### src/sv/rqs_pkg.sv
// Shared types for the resumable quicksort engine: request codes, command and status words.
package rqs_pkg;

    localparam int unsigned MAX_ELEMENTS_DEF = 256;
    localparam int unsigned COUNT_W          = 9;
    localparam int unsigned VALUE_W          = 32;
    localparam int unsigned SWAP_W           = 16;
    localparam int unsigned INDEX_W          = 8;

    typedef enum logic [1:0] {
        REQ_WRITE = 2'd0,
        REQ_RUN   = 2'd1,
        REQ_READ  = 2'd2,
        REQ_NONE  = 2'd3
    } req_t;

    typedef enum logic [2:0] {
        RA_IDX,
        RA_SCAN,
        RA_EA,
        RA_EB,
        RA_L,
        RA_R
    } rd_sel_t;

    typedef enum logic [1:0] {
        WS_REQ,
        WS_EA,
        WS_EB
    } wr_sel_t;

    typedef struct packed {
        logic    latch_req;
        rd_sel_t rd_sel;
        logic    mem_we;
        wr_sel_t wr_sel;
        logic    clear_prog;
        logic    cap_read;
        logic    sc_clear;
        logic    sc_inc;
        logic    prev_load;
        logic    fin_set;
        logic    fin_val;
        logic    stk_clear;
        logic    stk_push_init;
        logic    stk_push_right;
        logic    stk_push_left;
        logic    stk_pop;
        logic    load_range;
        logic    pick_setup;
        logic    scan_setup;
        logic    place_setup;
        logic    cap_da;
        logic    load_pivot;
        logic    l_inc;
        logic    r_dec;
        logic    swap_inc;
        logic    out_load;
    } rqs_cmd_t;

    typedef struct packed {
        req_t req_type;
        logic count_lt2;
        logic sc_zero;
        logic sc_last;
        logic desc;
        logic level_zero;
        logic l_lt_r;
        logic l_ne_r;
        logic le_piv;
        logic ge_piv;
        logic swaps_hit;
        logic right_ok;
        logic left_ok;
    } rqs_status_t;

endpackage

### src/sv/rqs_controller.sv
// Controller: sequences requests, sortedness scans and the partition steps.
module rqs_controller (
    input  logic                 clk,
    input  logic                 rst_n,
    input  logic                 cfg_we,
    input  logic                 in_valid,
    output logic                 in_ready,
    output logic                 out_valid,
    input  logic                 out_ready,
    input  rqs_pkg::rqs_status_t status,
    output rqs_pkg::rqs_cmd_t    cmd
);
    import rqs_pkg::*;

    typedef enum logic [4:0] {
        S_IDLE, S_DEC, S_RDD, S_CHK, S_CHA, S_CHD, S_CDONE, S_OUT,
        S_LOOP, S_TOP_RD, S_TOP_WT, S_DISP,
        S_LA, S_LD, S_RA, S_RD, S_SW,
        S_XRA, S_XRB, S_XWA, S_XWB,
        S_PL_POP, S_PL_P1, S_PL_P2, S_PL_FIN, S_BCHK
    } state_t;

    typedef enum logic [1:0] {PH_IDLE, PH_PICK, PH_SCAN, PH_PLACE} phase_t;
    typedef enum logic [1:0] {CTX_PICK, CTX_SCAN, CTX_PLACE} ctx_t;

    state_t state_reg, state_next;
    phase_t phase_reg, phase_next;
    ctx_t   ctx_reg, ctx_next;
    logic   pre_reg, pre_next;
    logic   sorted_reg, sorted_next;
    logic   ov_reg, ov_next;

    always_comb
    begin
        state_next  = state_reg;
        phase_next  = phase_reg;
        ctx_next    = ctx_reg;
        pre_next    = pre_reg;
        sorted_next = sorted_reg;
        ov_next     = ov_reg && !out_ready;
        cmd         = '0;
        cmd.rd_sel  = RA_IDX;
        cmd.wr_sel  = WS_REQ;
        case (state_reg)
            S_IDLE:
            begin
                if (in_valid)
                begin
                    cmd.latch_req = 1'b1;
                    state_next    = S_DEC;
                end
            end
            S_DEC:
            begin
                pre_next   = 1'b0;
                state_next = S_CHK;
                case (status.req_type)
                    REQ_WRITE:
                    begin
                        cmd.mem_we     = 1'b1;
                        cmd.wr_sel     = WS_REQ;
                        cmd.clear_prog = 1'b1;
                        phase_next     = PH_IDLE;
                    end
                    REQ_READ:
                    begin
                        cmd.rd_sel = RA_IDX;
                        state_next = S_RDD;
                    end
                    REQ_RUN:  pre_next = 1'b1;
                    default:  ;
                endcase
            end
            S_RDD:
            begin
                cmd.cap_read = 1'b1;
                state_next   = S_CHK;
            end
            // sortedness scan: S_CHA reads an element, S_CHD compares it with the previous one
            S_CHK:
            begin
                cmd.sc_clear = 1'b1;
                if (status.count_lt2)
                begin
                    sorted_next = 1'b1;
                    state_next  = S_CDONE;
                end
                else
                begin
                    state_next = S_CHA;
                end
            end
            S_CHA:
            begin
                cmd.rd_sel = RA_SCAN;
                state_next = S_CHD;
            end
            S_CHD:
            begin
                if (!status.sc_zero && status.desc)
                begin
                    sorted_next = 1'b0;
                    state_next  = S_CDONE;
                end
                else
                begin
                    cmd.prev_load = 1'b1;
                    cmd.sc_inc    = 1'b1;
                    if (status.sc_last)
                    begin
                        sorted_next = 1'b1;
                        state_next  = S_CDONE;
                    end
                    else
                    begin
                        state_next = S_CHA;
                    end
                end
            end
            S_CDONE:
            begin
                pre_next = 1'b0;
                if (pre_reg && !sorted_reg)
                begin
                    state_next = S_LOOP;
                end
                else
                begin
                    cmd.fin_set = 1'b1;
                    cmd.fin_val = sorted_reg;
                    state_next  = S_OUT;
                end
            end
            S_OUT:
            begin
                if (!ov_reg || out_ready)
                begin
                    cmd.out_load = 1'b1;
                    ov_next      = 1'b1;
                    state_next   = S_IDLE;
                end
            end
            // burst loop head
            S_LOOP:
            begin
                state_next = S_TOP_RD;
                if (phase_reg == PH_IDLE || status.level_zero)
                begin
                    if (status.count_lt2)
                    begin
                        cmd.stk_clear = 1'b1;
                        state_next    = S_CHK;
                    end
                    else
                    begin
                        cmd.stk_push_init = 1'b1;
                        phase_next        = PH_PICK;
                    end
                end
            end
            S_TOP_RD:
            begin
                state_next = S_TOP_WT;
            end
            S_TOP_WT:
            begin
                cmd.load_range = 1'b1;
                state_next     = S_DISP;
            end
            S_DISP:
            begin
                case (phase_reg)
                    PH_PICK:
                    begin
                        cmd.pick_setup = 1'b1;
                        phase_next     = PH_SCAN;
                        ctx_next       = CTX_PICK;
                        state_next     = S_XRA;
                    end
                    PH_SCAN:
                    begin
                        if (status.l_lt_r)
                        begin
                            state_next = S_LA;
                        end
                        else
                        begin
                            phase_next = PH_PLACE;
                            state_next = S_LOOP;
                        end
                    end
                    default:
                    begin
                        cmd.place_setup = 1'b1;
                        ctx_next        = CTX_PLACE;
                        state_next      = S_XRA;
                    end
                endcase
            end
            // left cursor climbs past elements not above the pivot
            S_LA:
            begin
                cmd.rd_sel = RA_L;
                state_next = status.l_lt_r ? S_LD : S_RA;
            end
            S_LD:
            begin
                if (status.le_piv)
                begin
                    cmd.l_inc  = 1'b1;
                    state_next = S_LA;
                end
                else
                begin
                    state_next = S_RA;
                end
            end
            // right cursor falls past elements not below the pivot
            S_RA:
            begin
                cmd.rd_sel = RA_R;
                state_next = status.l_lt_r ? S_RD : S_SW;
            end
            S_RD:
            begin
                if (status.ge_piv)
                begin
                    cmd.r_dec  = 1'b1;
                    state_next = S_RA;
                end
                else
                begin
                    state_next = S_SW;
                end
            end
            S_SW:
            begin
                if (status.l_ne_r)
                begin
                    cmd.scan_setup = 1'b1;
                    ctx_next       = CTX_SCAN;
                    state_next     = S_XRA;
                end
                else
                begin
                    state_next = S_LOOP;
                end
            end
            // exchange of two elements
            S_XRA:
            begin
                cmd.rd_sel = RA_EA;
                state_next = S_XRB;
            end
            S_XRB:
            begin
                cmd.rd_sel     = RA_EB;
                cmd.cap_da     = 1'b1;
                cmd.load_pivot = (ctx_reg == CTX_PICK);
                state_next     = S_XWA;
            end
            S_XWA:
            begin
                cmd.mem_we = 1'b1;
                cmd.wr_sel = WS_EA;
                state_next = S_XWB;
            end
            S_XWB:
            begin
                cmd.mem_we = 1'b1;
                cmd.wr_sel = WS_EB;
                if (ctx_reg == CTX_PLACE)
                begin
                    state_next = S_PL_POP;
                end
                else
                begin
                    cmd.swap_inc = 1'b1;
                    state_next   = S_BCHK;
                end
            end
            S_PL_POP:
            begin
                cmd.stk_pop = 1'b1;
                state_next  = S_PL_P1;
            end
            S_PL_P1:
            begin
                cmd.stk_push_right = status.right_ok;
                state_next         = S_PL_P2;
            end
            S_PL_P2:
            begin
                cmd.stk_push_left = status.left_ok;
                state_next        = S_PL_FIN;
            end
            S_PL_FIN:
            begin
                cmd.swap_inc = 1'b1;
                phase_next   = status.level_zero ? PH_IDLE : PH_PICK;
                state_next   = S_BCHK;
            end
            S_BCHK:
            begin
                if (phase_reg == PH_IDLE || status.swaps_hit)
                begin
                    state_next = S_CHK;
                end
                else
                begin
                    state_next = S_LOOP;
                end
            end
            default: state_next = S_IDLE;
        endcase
        if (cfg_we)
        begin
            phase_next = PH_IDLE;
        end
    end

    always_ff @(posedge clk or negedge rst_n)
    begin
        if (!rst_n)
        begin
            state_reg  <= S_IDLE;
            phase_reg  <= PH_IDLE;
            ctx_reg    <= CTX_PICK;
            pre_reg    <= 1'b0;
            sorted_reg <= 1'b0;
            ov_reg     <= 1'b0;
        end
        else
        begin
            state_reg  <= state_next;
            phase_reg  <= phase_next;
            ctx_reg    <= ctx_next;
            pre_reg    <= pre_next;
            sorted_reg <= sorted_next;
            ov_reg     <= ov_next;
        end
    end

    assign in_ready  = state_reg == S_IDLE;
    assign out_valid = ov_reg;
endmodule

### config.mk
export PLATFORM = sky130hd
export DESIGN_NAME = rqs_controller
export DESIGN_NICKNAME = d
export VERILOG_FILES = /design/src/sv/rqs_pkg.sv /design/src/sv/rqs_controller.sv
export SDC_FILE = /design/constraint.sdc
export NUM_CORES = 1
export LEC_CHECK = 0
export ABC_AREA = 1
export BUFFER_PORTS_ARGS = -buffer_cell sky130_fd_sc_hd__buf_2
export CORE_AREA = 4 4 57 59
export CTS_CLUSTER_DIAMETER = 150
export CTS_CLUSTER_SIZE = 12
export DETAILED_ROUTE_END_ITERATION = 10
export DIE_AREA = 0 0 61 63
export PLACE_DENSITY_LB_ADDON = 0.15
export REMOVE_ABC_BUFFERS = 1
export SYNTH_ARGS = -nofsm -noshare
export SYNTH_HDL_FRONTEND = slang
export SYNTH_SLANG_ARGS = --single-unit
export TNS_END_PERCENT = 50
### constraint.sdc
create_clock -name clk -period 2.25 [get_ports clk]
set_input_delay 0.225 -clock clk [delete_from_list [all_inputs] [get_ports clk]]
set_output_delay 0.225 -clock clk [all_outputs]
set_load 0.02 [all_outputs]
==> flow_metrics.py <==
metrics = {
    "critical_path": {
        "critPathKind": "flop to output port",
        "path_cells": "inv_2, nand3_1, nor2_1, nand3b_1, buf_2",
        "path_max_fanout": 14,
        "required_ns": 2.03,
        "start_kind": "flop",
        "endpoint_kind": "output port",
        "crit_slowest_cell": "dfrtp_1",
        "arrival_ns": 1.80,
        "worst_path_largest_cell_delay_ns": 0.47,
    },
    "clock_network": {
        "holdBufCountCts": 1,
        "clk_path_buf_depth": 2,
        "clock_sinks": 12,
        "path_clk_slew_ns": 0.08,
        "cts_resized": 0,
        "cts_made_buffers": 3,
        "post_cts_buffers": 0,
        "clock_latency_ns": 0.29,
        "h-tree-depth": 1,
        "cts_root_buf": "clkbuf_4",
        "cts_tree": "yes",
    },
    "place": {
        "placed_area_sq_um": 1590,
        "pre_cts_slack_ns": 0.580,
        "dp_hpwl_mm": 3.45,
        "port_buffers": 49,
        "place_congestion": 1.01,
    },
    "global_route": {
        "grt_pass1_vias": 1481,
        "grt-ovfl-total": 0,
        "grt_max_degree": 15,
        "antenna_found_initial": 0,
        "grt_usage": 0.234,
        "grt_pass1_wl_mm": 6.83,
    },
    "sta": {
        "fin_crit_sh": 0.900,
        "finalCriticalPeriod_ns": 2.02,
        "worst_pin_slew_ns": 0.387,
        "maxSlewViolCount": 0,
        "rsz0062_at_grt": "false",
        "hold_viol": 0,
        "finClkSkew_ns": 0.00715,
        "fin_ws_ns": 0.226,
        "fmax_mhz": 494,
        "slew_headroom": 0.739,
        "tns_ns": 0,
        "setup_viol": 0,
    },
    "floorplanning": {
        "num_io_pins": 50,
        "initial_utilization": 0.488,
        "die_h_microns": 63,
        "rows": 19,
        "die_x_microns": 61,
        "die_area_sq_um": 3840,
        "core_region_area_sq_um": 2710,
    },
    "synthesis": {
        "yosys.area_share.simple": 0.514,
        "ys_types": 24,
        "synth_mux_area_frac": 0,
        "synthAdderAreaFrac": 0.0284,
        "synthCells": 234,
        "seq_area_frac_synth": 0.227,
        "ys_ff_latch": 12,
        "syn_area_sq_um": 1320,
        "synth_top_family_by_area": "simple AND/OR/NAND/NOR gates",
        "synth_xor_area_frac": 0,
        "syn_avg_cell_area_sq_um": 5.65,
        "synth_compound_area_frac": 0.0823,
        "yosysWarnings": 0,
    },
    "cells_and_area": {
        "layout-drive-gt1-share": 0.262,
        "area_growth_pct": 24.0,
        "largest_register_ffs": 5,
        "layout_commonest_cell": "nand2_1",
        "final_cell_area_sq_um": 1640,
        "insertedDiodeCount": 0,
        "num-fill-cells": 301,
        "final_cell_mix": "nand2_1 (61), buf_2 (49), inv_1 (42), nor2_1 (42), nand3_1 (19)",
        "fin_nets": 309,
    },
    "worst_hold_path": {
        "min_path_type": "primary input to flop",
    },
    "detailed_routing": {
        "viasPerCell": 5.14,
        "detail_route.drc_violations": 0,
        "dr.pass1.iters": 4,
        "ant_nets": 0,
        "routedWlPerCell_microns": 12.9,
        "via_count": 1629,
        "drt_iter0_drc": 123,
        "wirelength_mm": 4.08,
    },
    "run": {
        "max_cap_violations": 0,
    },
    "power_and_ir_drop": {
        "peakVddDrop_uv": 823,
        "total_power_mw": 1.67,
        "p_leak_nw": 1.09,
        "p_per_area_nw_per_um2": 1020,
    },
    "run_status": {
        "run_status": "completed",
    },
}
final timing paths:
check	startpoint	endpoint	slack, ns	cells past startpoint
min reg2reg	ctx_reg[0]	ctx_reg[0]	0.52	2
max reg2reg	state_reg[4]	state_reg[2]	0.56	7
max	state_reg[4]	cmd[25]	0.23	5
min	cfg_we	phase_reg[0]	0.16	4
max in group asynchronous	rst_n	phase_reg[1]	1.67	2
min in group asynchronous	rst_n	pre_reg	0.34	2
area by class of cell:
class	instances	area [sq um]	area share
Clock buffer	4	36.3	0.0221
Inverter	47	176	0.108
Multi-Input combinational cell	172	826	0.503
Sequential cell	12	300	0.183
Tap cell	31	38.8	0.0236
Timing Repair Buffer	51	263	0.160
cells by family after synthesis:
group / count (synthesis)
compound gates: 19
simple gates: 150
flops: 12
buf+inv: 50
fa+ha+maj: 3
report_power, final:
group / switching (mW) / internal, mW
clock network: 0.0883 / 0.0988
registers: 0.103 / 0.305
logic: 0.738 / 0.338
total: 0.929 / 0.742
per-stage QoR:
stage,cells,utilization,hold WS [ns]
3_3_place_gp,312,0.588,0.125
4_1_cts,317,0.605,0.160
6_report,317,0.605,0.162
2_1_floorplan,231,-,-0.0706
3_5_place_dp,312,0.588,0.132
5_1_grt,317,0.605,0.178
synth_stat cells (all sizes together):
cell type | number | area (sq um)
a21oi | 5 | 25.0
a221oi | 1 | 8.76
a31oi | 1 | 6.26
buf | 3 | 20.0
dfrtp | 12 | 300
ha | 3 | 37.5
inv | 47 | 176
nand2 | 62 | 235
nand3 | 20 | 105
nand3b | 3 | 22.5
nand4 | 2 | 12.5
nor2 | 54 | 258
nor3 | 8 | 40.0
o211ai | 1 | 7.51
o21ai | 10 | 53.8
o21bai | 1 | 7.51
or2 | 1 | 6.26
critical path: cells and delay by family, from the launching register on:
family | cells | cell delay, ns
and+or+nand+nor | 3 | 0.59
DFF | 1 | 0.47
buffers and inverters | 2 | 0.44
metal layers:
layer  up-vias  share of wire  GRT usage
li1        827              -          -
met1       725           0.42      0.315
met2        67           0.48      0.369
met3        10          0.070     0.0475
met4         0          0.025     0.0705
met5         -              0          0
(Power assumes the default switching activity.)
